## config.mk

```make
export PLATFORM = sky130hd
export DESIGN_NAME = token_bucket_limiter
export DESIGN_NICKNAME = d
export VERILOG_FILES = /design/src/hw/rtl/tbl_pkg.sv /design/src/hw/rtl/token_bucket_limiter.sv
export VERILOG_INCLUDE_DIRS = /design/src /design/src/hw/rtl
export SDC_FILE = /design/constraint.sdc
export NUM_CORES = 1
export LEC_CHECK = 0
export ABC_CLOCK_PERIOD_IN_PS = 5900
export BUFFER_PORTS_ARGS = -buffer_cell sky130_fd_sc_hd__buf_4
export CAP_MARGIN = 30
export CORE_ASPECT_RATIO = 1.2
export CORE_MARGIN = 2
export CORE_UTILIZATION = 40
export CTS_CLUSTER_DIAMETER = 60
export DETAILED_ROUTE_END_ITERATION = 8
export SYNTH_ARGS = -nofsm -noshare
export SYNTH_HDL_FRONTEND = slang
export SYNTH_SLANG_ARGS = --single-unit
```

## constraint.sdc

```tcl
create_clock -name i_clk -period 5.9 [get_ports i_clk]
set_input_delay 0.295 -clock i_clk [delete_from_list [all_inputs] [get_ports i_clk]]
set_output_delay 0.295 -clock i_clk [all_outputs]
set_load 0.02 [all_outputs]
```

## src/hw/rtl/token_bucket_limiter_assert.svh

```systemverilog
// Assertion macros for the token bucket limiter.
// Included by token_bucket_limiter.sv; empty bodies when SYNTHESIS is defined.
`ifndef TOKEN_BUCKET_LIMITER_ASSERT_SVH
`define TOKEN_BUCKET_LIMITER_ASSERT_SVH
`ifndef SYNTHESIS
// Same-cycle implication.
`define TBL_ASSERT_IMP(label, clk, rst_n, ante, cons) \
    label: assert property (@(posedge clk) disable iff (!rst_n) (ante) |-> (cons)) \
        else $error("token bucket limiter: assertion failed");
// Next-cycle implication.
`define TBL_ASSERT_NXT(label, clk, rst_n, ante, cons) \
    label: assert property (@(posedge clk) disable iff (!rst_n) (ante) |=> (cons)) \
        else $error("token bucket limiter: assertion failed");
`else
`define TBL_ASSERT_IMP(label, clk, rst_n, ante, cons)
`define TBL_ASSERT_NXT(label, clk, rst_n, ante, cons)
`endif
`endif

```

## src/hw/rtl/tbl_pkg.sv

```systemverilog
// Types and constants for the token bucket limiter.
// No dependencies.
`timescale 1ns / 1ps

package tbl_pkg;

    typedef struct packed {
        logic        operation;
        logic [47:0] now_ms;
        logic [15:0] tokens_requested;
    } t_req;

    typedef struct packed {
        logic        granted;
        logic [31:0] available_q16;
        logic [25:0] wait_ms;
    } t_rsp;

    // operation codes carried in t_req.operation
    localparam logic OP_ACQUIRE = 1'b0;
    localparam logic OP_DRAIN   = 1'b1;

    // register index, taken from paddr[2]
    localparam logic REG_RATE  = 1'b0;
    localparam logic REG_BURST = 1'b1;

    localparam logic [31:0] RATE_RESET  = 32'd65536;
    localparam logic [15:0] BURST_RESET = 16'd10;
    // RATE_RESET split as quotient and remainder by 1000
    localparam logic [31:0] RQ_RESET    = 32'd65;
    localparam logic [9:0]  RR_RESET    = 10'd536;

    localparam logic [31:0] ONE_Q16     = 32'h0001_0000;
    localparam logic [16:0] ONE_Q16_17  = 17'h1_0000;
    localparam logic [10:0] MS_PER_S    = 11'd1000;
    localparam logic [11:0] MS_X1       = 12'd1000;
    localparam logic [11:0] MS_X2       = 12'd2000;
    localparam logic [25:0] WAIT_NEVER  = 26'd65536000;

    localparam logic [5:0]  ELAPSED_LAST = 6'd47;  // 48 elapsed bits, MSB first
    localparam logic [5:0]  WAIT_LAST    = 6'd25;  // 26 quotient bits
    localparam logic [4:0]  RDIV_LAST    = 5'd31;  // 32 rate bits

endpackage

```

## src/hw/rtl/token_bucket_limiter.sv

```systemverilog
// Token bucket rate limiter, top level: bit-serial refill and wait-time units.
// Depends on tbl_pkg and token_bucket_limiter_assert.svh.
`timescale 1ns / 1ps
`include "token_bucket_limiter_assert.svh"

//  channel  | handshake                         | payload
//  ---------+-----------------------------------+---------------------------
//  request  | i_in_valid / o_in_stall           | i_in_data  (t_req)
//  result   | o_out_valid / i_out_stall         | o_out_data (t_rsp)
//  config   | psel, penable, pwrite, pready     | paddr, pwdata, prdata
//
//  One request at a time. With no refill due (first request, drain, time not
//  advancing) a request runs S_IDLE, S_APPLY, S_OUT; a refill adds S_REFILL
//  (48 elapsed-ms bits, one per cycle) and S_CAP before S_APPLY, and a wait
//  to compute adds S_WAIT (the wait divide, one quotient bit per cycle) after it.
//  A write to refill_rate starts a bit-serial split of the rate by 1000;
//  requests are stalled meanwhile. Reset is synchronous; the bucket comes up full.
//  A stalled result sits in the output register and the next request is still
//  accepted; its result then waits in S_OUT until the register drains.

module token_bucket_limiter import tbl_pkg::*; (
    input  logic        i_clk,
    input  logic        i_rst_n,
    // request transactions
    input  logic        i_in_valid,
    output logic        o_in_stall,
    input  t_req        i_in_data,
    // result transactions
    output logic        o_out_valid,
    input  logic        i_out_stall,
    output t_rsp        o_out_data,
    // register port
    input  logic        psel,
    input  logic        penable,
    input  logic        pwrite,
    input  logic [2:0]  paddr,
    input  logic [31:0] pwdata,
    output logic [31:0] prdata,
    output logic        pready
);

    typedef enum logic [2:0] {
        S_IDLE,
        S_REFILL,
        S_CAP,
        S_APPLY,
        S_WAIT,
        S_OUT
    } t_state;

    t_state      r_state;

    // configuration, plus rate = 1000*r_rq + r_rr
    logic [31:0] r_rate;
    logic [15:0] r_burst;
    logic [31:0] r_rq;          // doubles as the shift register of the rate split
    logic [9:0]  r_rr;
    logic        r_rdiv_busy;
    logic [4:0]  r_rdiv_cnt;

    // bucket state
    logic [31:0] r_bucket;
    logic [47:0] r_last;
    logic        r_known;

    // transaction in flight
    logic        r_drain;
    logic [47:0] r_now;
    logic [15:0] r_req;
    logic [31:0] r_level;
    logic [47:0] r_elapsed;     // shifted out MSB first
    logic [31:0] r_q;           // running floor(elapsed*rate/1000)
    logic [9:0]  r_qrem;        // and its remainder
    logic        r_sat;
    logic [5:0]  r_cnt;
    logic        r_grant;
    logic [31:0] r_avail;
    logic [25:0] r_num;         // dividend in, quotient out
    logic [31:0] r_wrem;

    logic        r_out_valid;
    t_rsp        r_out;

    // combinational helpers
    logic        cfg_wr;
    logic        in_acc;
    logic        out_load;
    logic [48:0] el_diff;
    logic        el_adv;
    logic [11:0] rd_t;
    logic        rd_ge;
    logic [9:0]  n_rdiv_rem;
    logic        rf_bit;
    logic [11:0] rf_t;
    logic [1:0]  rf_carry;
    logic [9:0]  n_qrem;
    logic [33:0] n_qsum;
    logic [31:0] cap;
    logic [32:0] lvl_sum;
    logic [31:0] n_level;
    logic [31:0] need;
    logic        ap_ok;
    logic [31:0] ap_avail;
    logic [16:0] short_q16;
    logic [26:0] n_num;
    logic [32:0] wd_t;
    logic        wd_ge;
    logic [32:0] wd_sub;

    assign pready     = 1'b1;
    assign cfg_wr     = psel & penable & pwrite;
    assign o_in_stall = !((r_state == S_IDLE) && !r_rdiv_busy);
    assign in_acc     = i_in_valid && !o_in_stall;
    assign out_load   = (r_state == S_OUT) && (!r_out_valid || !i_out_stall);

    always_comb begin
        unique case (paddr[2])
            REG_RATE:  prdata = r_rate;
            REG_BURST: prdata = {16'h0000, r_burst};
            default:   prdata = 32'h0;
        endcase
    end

    always_comb begin
        // rate split: restoring divide by 1000, one bit per cycle while no
        // register write comes in; remainder kept in r_rr while busy
        rd_t       = {1'b0, r_rr, r_rq[31]};
        rd_ge      = rd_t >= {1'b0, MS_PER_S};
        n_rdiv_rem = rd_ge ? 10'(rd_t - {1'b0, MS_PER_S}) : rd_t[9:0];

        // elapsed time: one subtract gives both difference and direction
        el_diff = {1'b0, i_in_data.now_ms} - {1'b0, r_last};
        el_adv  = !el_diff[48] && (el_diff[47:0] != 48'h0);

        // refill step: X = 2X + e*rate, held as 1000*q + rem
        rf_bit   = r_elapsed[47];
        rf_t     = {1'b0, r_qrem, 1'b0} + (rf_bit ? {2'b00, r_rr} : 12'h0);
        rf_carry = (rf_t >= MS_X2) ? 2'd2 : ((rf_t >= MS_X1) ? 2'd1 : 2'd0);
        unique case (rf_carry)
            2'd2:    n_qrem = 10'(rf_t - MS_X2);
            2'd1:    n_qrem = 10'(rf_t - MS_X1);
            default: n_qrem = rf_t[9:0];
        endcase
        n_qsum = {1'b0, r_q, 1'b0} + (rf_bit ? {2'b00, r_rq} : 34'h0)
               + {32'h0, rf_carry};

        // cap at the burst size; a level above a lowered cap is clipped too
        cap     = {r_burst, 16'h0000};
        lvl_sum = {1'b0, r_level} + {1'b0, r_q};
        n_level = (r_sat || (lvl_sum >= {1'b0, cap})) ? cap : lvl_sum[31:0];

        // grant decision
        need  = {r_req, 16'h0000};
        ap_ok = r_level >= need;
        if (r_drain) begin
            ap_avail = 32'h0;
        end else if (ap_ok) begin
            ap_avail = r_level - need;
        end else begin
            ap_avail = r_level;
        end

        // (1.0 - avail) * 1000 as shifts; only used when avail < 1.0
        short_q16 = ONE_Q16_17 - {1'b0, ap_avail[15:0]};
        n_num     = {short_q16, 10'h000} - {6'h00, short_q16, 4'h0}
                  - {7'h00, short_q16, 3'h0};

        // wait divide: restoring, one quotient bit per cycle
        wd_t   = {r_wrem, r_num[25]};
        wd_ge  = wd_t >= {1'b0, r_rate};
        wd_sub = wd_t - {1'b0, r_rate};
    end

    always_ff @(posedge i_clk) begin
        if (!i_rst_n) begin
            r_state     <= S_IDLE;
            r_rate      <= RATE_RESET;
            r_burst     <= BURST_RESET;
            r_rq        <= RQ_RESET;
            r_rr        <= RR_RESET;
            r_rdiv_busy <= 1'b0;
            r_rdiv_cnt  <= '0;
            r_bucket    <= {BURST_RESET, 16'h0000};
            r_last      <= '0;
            r_known     <= 1'b0;
            r_out_valid <= 1'b0;
        end else begin
            // register writes; a rate write restarts the split
            if (cfg_wr) begin
                unique case (paddr[2])
                    REG_RATE: begin
                        r_rate      <= pwdata;
                        r_rq        <= pwdata;
                        r_rr        <= '0;
                        r_rdiv_cnt  <= RDIV_LAST;
                        r_rdiv_busy <= 1'b1;
                    end
                    REG_BURST: begin
                        r_burst <= pwdata[15:0];
                    end
                    default: begin
                    end
                endcase
            end else if (r_rdiv_busy) begin
                r_rq       <= {r_rq[30:0], rd_ge};
                r_rr       <= n_rdiv_rem;
                r_rdiv_cnt <= r_rdiv_cnt - 5'd1;
                if (r_rdiv_cnt == '0) begin
                    r_rdiv_busy <= 1'b0;
                end
            end

            // emptied on acceptance unless a new result is loaded in its place
            if (r_out_valid && !i_out_stall && !out_load) begin
                r_out_valid <= 1'b0;
            end

            unique case (r_state)
                S_IDLE: begin
                    if (in_acc) begin
                        r_drain <= (i_in_data.operation == OP_DRAIN);
                        r_now   <= i_in_data.now_ms;
                        r_req   <= i_in_data.tokens_requested;
                        if (!r_known) begin
                            // first request only records the time
                            r_known <= 1'b1;
                            r_last  <= i_in_data.now_ms;
                            r_level <= r_bucket;
                            r_state <= S_APPLY;
                        end else if (el_adv && (i_in_data.operation == OP_ACQUIRE)) begin
                            r_elapsed <= el_diff[47:0];
                            r_q       <= '0;
                            r_qrem    <= '0;
                            r_sat     <= 1'b0;
                            r_cnt     <= ELAPSED_LAST;
                            r_state   <= S_REFILL;
                        end else begin
                            r_level <= r_bucket;
                            r_state <= S_APPLY;
                        end
                    end
                end
                S_REFILL: begin
                    r_elapsed <= {r_elapsed[46:0], 1'b0};
                    r_q       <= n_qsum[31:0];
                    r_qrem    <= n_qrem;
                    r_sat     <= r_sat || (n_qsum[33:32] != 2'b00);
                    r_cnt     <= r_cnt - 6'd1;
                    if (r_cnt == '0) begin
                        r_level <= r_bucket;
                        r_state <= S_CAP;
                    end
                end
                S_CAP: begin
                    r_level <= n_level;
                    r_state <= S_APPLY;
                end
                S_APPLY: begin
                    r_avail <= ap_avail;
                    r_grant <= !r_drain && ap_ok;
                    if (r_drain || ap_ok) begin
                        r_bucket <= ap_avail;
                        r_last   <= r_now;
                    end
                    if (ap_avail >= ONE_Q16) begin
                        r_num   <= '0;
                        r_state <= S_OUT;
                    end else if (r_rate == '0) begin
                        r_num   <= WAIT_NEVER;
                        r_state <= S_OUT;
                    end else begin
                        r_num   <= n_num[25:0];
                        r_wrem  <= '0;
                        r_cnt   <= WAIT_LAST;
                        r_state <= S_WAIT;
                    end
                end
                S_WAIT: begin
                    r_num  <= {r_num[24:0], wd_ge};
                    r_wrem <= wd_ge ? wd_sub[31:0] : wd_t[31:0];
                    r_cnt  <= r_cnt - 6'd1;
                    if (r_cnt == '0) begin
                        r_state <= S_OUT;
                    end
                end
                S_OUT: begin
                    if (out_load) begin
                        r_out_valid         <= 1'b1;
                        r_out.granted       <= r_grant;
                        r_out.available_q16 <= r_avail;
                        r_out.wait_ms       <= r_num;
                        r_state             <= S_IDLE;
                    end
                end
                default: begin
                    r_state <= S_IDLE;
                end
            endcase
        end
    end

    assign o_out_valid = r_out_valid;
    assign o_out_data  = r_out;

    // the user must keep the rate split between transactions; not enforced
    `TBL_ASSERT_IMP(a_rdiv_idle, i_clk, i_rst_n, r_rdiv_busy, r_state == S_IDLE)
    // a whole token on hand means no wait
    `TBL_ASSERT_IMP(a_wait_zero, i_clk, i_rst_n,
        o_out_valid && (o_out_data.available_q16 >= ONE_Q16),
        o_out_data.wait_ms == '0)
    // a granted result reports the level that was stored
    `TBL_ASSERT_NXT(a_grant_level, i_clk, i_rst_n, out_load && r_grant,
        r_bucket == o_out_data.available_q16)

endmodule

```

After elaboration in Yosys (flattened, before gate mapping) --
Index checks and enable logic that the tools add are counted. W data, S select, Z words.
Word-level totals: ROM bits 0, latch bits 0, bits in writable memories 0, memories 0, output and inout bits 94, logic and storage cells 192, register bits 525, bits of input ports 107
Cells by class: shift operators 0, div/mod/pow operators 0, multiplexer cells 73, reduce and logical (&&, ||, !) cells 47, equality and inequality tests 19, multipliers 0, add/subtract/negate cells 15, bitwise operators 4, $lt $le $gt $ge 7
Operators with widths (count):
- $mux W32 | 17
- $mux W48 | 6
- $pmux W32 S2 | 3
- $pmux W48 S2 | 2
- $pmux W32 S3 | 1
- $mux W10 | 8
- $ge A33 B32 Y1 | 2
- $sub A32 B32 Y32 | 2
- $mux W26 | 2
- $pmux W26 S2 | 1
- $sub A48 B48 Y49 | 1
- $reduce_bool A48 Y1 | 1
- $pmux W10 S2 | 2
- $add A33 B32 Y34 | 1
- $add A34 B2 Y34 | 1
- $add A32 B32 Y33 | 1
- $ge A32 B17 Y1 const B | 1
- $ge A32 B32 Y1 | 1
- $logic_not A32 Y1 | 1
- $mux W6 | 5
- $sub A10 B10 Y10 const B | 3
- $sub A26 B20 Y26 | 1
- $sub A26 B21 Y26 | 1
- $ne A2 B2 Y1 const B | 10
- other kinds (37) | 91

Logic depth before layout (Yosys ltp) --
depth in word-level cells 9, depth in mapped cells 32, gate-level depth less buffers 31

Worst setup path after synthesis --
OpenSTA, ideal clock, no wires.
path type register to register, start point reg r_level[16], end point reg r_wrem[0] (enable), setup slack -0.221 ns, cell stages (with the launch flop) 15, required time 5.430 ns, buffers on the path 2, arrival time 5.650 ns, setup time 0.470 ns, period minus slack after synthesis 6.121 ns, cell sequence edfxtp_1 -> inv_1 -> ha_1 -> fa_1 -> nand2b_1 -> a21o_1 -> a21oi_1 -> xor2_1 -> or3_1 -> or4bb_1 -> a211o_2 -> or2_1 -> buf_6 -> buf_6 -> a21boi_0
On the way: longest elaborated chain between the ends 6, elaborated cells between the ends (all ways) 7, classes of those cells add/sub: 1; order compare: 2; eq/ne: 1; mux: 2; reduce/logical: 1
Ends and longest elaborated chain:
- start, declared | line token_bucket_limiter.sv:70 | logic [31:0] r_level;
- start signal, assigned | line token_bucket_limiter.sv:228 | r_level <= r_bucket;
- start signal, assigned | line token_bucket_limiter.sv:238 | r_level <= r_bucket;
- start signal, assigned | line token_bucket_limiter.sv:250 | r_level <= r_bucket;
- $sub A32 B32 Y32 / $ge A32 B32 Y1 (equally long branches) | line token_bucket_limiter.sv:158, token_bucket_limiter.sv:154
- $mux W32 * | line token_bucket_limiter.sv:157 | end else if (ap_ok) begin
- $mux W32 * | line token_bucket_limiter.sv:155 | if (r_drain) begin
- $ge A32 B17 Y1 * | line token_bucket_limiter.sv:265 | if (ap_avail >= ONE_Q16) begin
- $ne A2 B2 Y1 (no line) *
- $reduce_and A4 Y1 (no line) *
- end signal, assigned | line token_bucket_limiter.sv:280 | r_wrem <= wd_ge ? wd_sub[31:0] : wd_t[31:0];
- end, declared | line token_bucket_limiter.sv:79 | logic [31:0] r_wrem;
Mark *: on every way between the ends. The rest lies on a longest branch, timed or not. A chain may end at the register's enable or synchronous reset.

Worst setup path after layout --
start point reg r_elapsed[47], end point reg r_q[31] (data pin)
On the way: longest elaborated chain between the ends 7, elaborated cells between the ends (all ways) 10, classes of those cells add/sub: 3; order compare: 2; mux: 5
Ends and longest elaborated chain:
- start, declared | line token_bucket_limiter.sv:71 | logic [47:0] r_elapsed;
- start signal, assigned | line token_bucket_limiter.sv:231 | r_elapsed <= el_diff[47:0];
- start signal, assigned | line token_bucket_limiter.sv:244 | r_elapsed <= {r_elapsed[46:0], 1'b0};
- $mux W10 | line token_bucket_limiter.sv:137 | rf_t = {1'b0, r_qrem, 1'b0} + (rf_bit ? {2'b00, r_rr} : 12'h0);
- $add A11 B10 Y12 | line token_bucket_limiter.sv:137
- $ge A12 B10 Y1 | line token_bucket_limiter.sv:138 | rf_carry = (rf_t >= MS_X2) ? 2'd2 : ((rf_t >= MS_X1) ? 2'd1 : 2'd0);
- $mux W1 | line token_bucket_limiter.sv:138
- $mux W2 | line token_bucket_limiter.sv:138
- $add A34 B2 Y34 * | line token_bucket_limiter.sv:145 | + {32'h0, rf_carry};
- $pmux W32 S2 * | line token_bucket_limiter.sv:218 | unique case (r_state)
- end signal, assigned | line token_bucket_limiter.sv:245 | r_q <= n_qsum[31:0];
- end, declared | line token_bucket_limiter.sv:72 | logic [31:0] r_q;
Marked as above.

==> impl_metrics.json <==
{
  "fin_area_um2": 39300,
  "groute.layer.met2.usage_pct": 38.9,
  "dp.cells": 4788,
  "synth_warnings": 0,
  "core_area_um2": 81700,
  "grtUsageMet1_pct": 26.3,
  "synth_largest_area_cell": "edfxtp_1",
  "synth-edff-count": 344,
  "setup_tns_ns": 0,
  "grt_max_degree": 92,
  "track_usage_pct": 22.0,
  "cts.sinks": 525,
  "drt-total-wl_um": 94900,
  "max_freq_mhz": 175,
  "min_from": "pwdata[16]",
  "synthFlopType": "edfxtp_1",
  "hp-class": "input pin to flip-flop",
  "chipWidth_um": 266,
  "drive_above_1_share_pct": 13.2,
  "initial_core_util_pct": 40.3,
  "seqCellArea_um2": 14000,
  "swShare_pct": 40.8,
  "ff2ff_setup_slack_ns": 0.19,
  "die_area_um2": 84700,
  "final_common_cell": "nand2_1",
  "finalSetupViolCount": 0,
  "synthSimpleGateAreaFrac_pct": 18.6,
  "avgSynthCellArea_um2": 9.11,
  "holdPathStages": 3,
  "grt_pass1_wl_um": 147000,
  "grt-busiest-layer": "met2",
  "via_per_inst": 5.46,
  "io-pin-count": 201,
  "vias": 27432,
  "path_max_fanout": 4,
  "r2r_cells": 27,
  "syn-num-nets": 3993,
  "synth_area_leaders": "edfxtp_1 (31%), dfxtp_1 (11%), ha_1 (9.6%)",
  "netlist_instances": 3615,
  "synth_top_family_by_area": "simple AND/OR/NAND/NOR gates",
  "worst_slew_pin_slew_ns": 0.913,
  "clkLatencyLatePin_ns": 0.62,
  "antenna_found_initial": 15,
  "hold_viol_final": 0,
  "area.growth.synth_to_final_pct": 19.4,
  "critPathRequiredTime_ns": 6.36,
  "ys_types": 113,
  "slew_viol_final": 0,
  "fill_cells": 7889,
  "irDropWorstVdd_uv": 259,
  "clkPwrFrac_pct": 23.1,
  "power_density_nw_per_um2": 447,
  "grt_setup_unrepaired": "true",
  "crit_arrival_ns": 6.17,
  "htree_levels": 3,
  "drtAntennaViolNets": 0,
  "synth_compound_area_share_pct": 18.0,
  "fin_skew_ns": 0.0354,
  "drv_cap": 0,
  "tritoncts": "yes",
  "worstSetupEndpointType": "flip-flop",
  "power.leakage_uw": 0.0153,
  "pwr-share-comb_pct": 47.4,
  "wl_per_cell_um": 18.9,
  "hpwl_um": 71800,
  "yosys_register_bits": 525,
  "cts_buffers": 66,
  "final.period_utilization_pct": 96.7,
  "synth_fa_ha_area_share_pct": 10.7,
  "syn-cell-area_um2": 32900,
  "cts_root_buf": "clkbuf_16",
  "worstSetupStartpointType": "flip-flop",
  "p_sw_uw": 7170,
  "ys_async_sr_fraction_pct": 0,
  "io_buffers": 197,
  "ys_seq_area_share_pct": 42.4,
  "grt_pass1_vias": 26156,
  "p_seq_share_pct": 29.5,
  "use_met3_pct": 3.61,
  "total_power_uw": 17600,
  "power.internal_uw": 10400,
  "post-synth-top-area-fraction_pct": 31.4,
  "postPlaceCellArea_um2": 35900,
  "fin_nets": 4285,
  "synth-xor-area-share_pct": 4.55,
  "first_pass_iters": 5,
  "row_count": 115,
  "status": "finished, final reports clean",
  "grt-ovfl-total": 0,
  "layout.cells.non_filler": 5020,
  "min_period_ns": 5.71,
  "relSlewSlack_pct": 39.1,
  "rr_endpoint": "r_q[31]",
  "clockBufferDepth": 3,
  "r2r-start": "r_elapsed[47]",
  "die_h_um": 318,
  "hold-path-endpoint": "r_rate[16]",
  "drt_iter0_drc": 1917,
  "clk_pin_slew_worst_paths_ns": 0.06,
  "synth_mux_area_share_pct": 1.44,
  "drc": 0,
  "mostFrequentLayoutCells": "nand2_1 (594), edfxtp_1 (344), nor2_1 (317)",
  "gp_congestion": 0.910,
  "worst-setup-path-type": "flip-flop to flip-flop",
  "multi_input_area_um2": 17900
}
-- flip-flops by register name, indices dropped and copies added (netlist names), 5 cells and up --
| name | flops |
|---|---|
| r_level | 32 |
| r_rr | 10 |
| r_elapsed | 48 |
| r_burst | 16 |
| r_bucket | 32 |
| r_cnt | 6 |
| r_rq | 32 |
| r_rdiv_cnt | 5 |
| r_now | 48 |
| r_avail | 32 |
| o_out_data | 59 |
| r_req | 16 |
| r_q | 32 |
| r_last | 48 |
| r_wrem | 32 |
| r_num | 26 |
| r_rate | 32 |
| r_qrem | 10 |
-- synth_stat cells, types with 37 or more instances --
library cell	instances
clkbuf_1	126
inv_1	202
nand3_1	56
mux2i_1	43
ha_1	254
nor3_1	65
nor2b_1	40
dfxtp_1	181
xnor2_1	92
xor2_1	79
nand2_1	597
o21ai_0	183
a311oi_1	76
and2_1	52
a21oi_1	254
a21o_1	64
edfxtp_1	344
nand4_1	37
nor2_1	324
o31ai_1	42
-- cell type report --
type	count	share of cell area [%]
Antenna cell	8	0.0509
Clock buffer	88	4.68
Multi-Input combinational cell	2729	45.5
Inverter	204	1.97
Clock inverter	32	0.853
Sequential cell	525	35.5
Timing Repair Buffer	381	8.08
Tap cell	1053	3.35
-- worst max-delay path by stage --
stage                        startpoint         to  slack [ns]  depth (start not counted)
after CTS                 r_elapsed[47]      r_sat      -0.003                         27
after floorplan             r_level[16]  r_wrem[0]       -0.12                         14
after global routing      r_elapsed[47]    r_q[31]       -0.12                         27
after global placement    r_elapsed[47]    r_q[31]       -0.02                         27
after detailed placement  r_elapsed[47]    r_q[31]       -0.14                         26
final                     r_elapsed[47]    r_q[31]        0.19                         27
-- worst max-delay path, stage by stage (launching register included) --
cell and delay (ns):
edfxtp_1 0.42, nand2_1 0.10, inv_1 0.05, ha_1 0.27
a21o_1 0.18, a21oi_2 0.16, o21ai_2 0.09, a2111o_1 0.41
a31o_2 0.23, a21oi_2 0.17, xor2_2 0.18, o21ai_2 0.09
fa_1 0.50, ha_2 0.18, inv_2 0.04, fa_2 0.35
nor2b_2 0.14, o31a_1 0.18, o2111ai_2 0.16, a211oi_2 0.26
o21ai_1 0.10, a21oi_1 0.19, buf_4 0.16, o211ai_1 0.11
a31oi_2 0.30, o22ai_2 0.14, o211a_1 0.26, nor3_2 0.15
-- cells by family after synthesis --
kind of cell / after synthesis
DFF: 525
buffers and inverters: 361
and+or+nand+nor: 1338
AOI/OAI and AO/OA: 901
adders and majority gates: 271
muxes: 47
xor gates and xnor gates: 171
other: 1
-- through the flow --
stage / util (%) / hold slack (ns) / setup WS (ns)
detailed placement: 43.9 / 0.405 / -0.136
finish: 48.1 / 0.0689 / 0.194
global route: 48.1 / 0.0470 / -0.124
floorplan: - / 0.394 / -0.118
global placement: 43.8 / 0.404 / -0.0187
CTS: 47.7 / 0.00986 / -0.00256
-- metal layers --
layer	share of wire, %	vias to the layer above
li1	-	13606
met2	50	631
met3	4.9	181
met5	0.13	-
met1	41	12996
met4	4.1	18
-- repair_timing --
item | 4_1_cts | 5_1_grt
gates resized for setup | 3 | 58
buffers inserted | 0 | 8
pin swaps | 1 | 39
hold buffers | 96 | 0
cloned | 0 | 0
endpoints found under the setup margin | 4 | 42
hold endpoints to repair | 181 | 0
-- power by group through the flow --
stage	logic, µW	registers (µW)	clock network [µW]
finish	8320	5180	4060
global route	9270	5240	4300
CTS	8230	5170	4160
detailed placement	8140	5250	0
global placement	8050	5230	0
floorplan	6030	5110	0
Power figures use the tool's default switching activity.
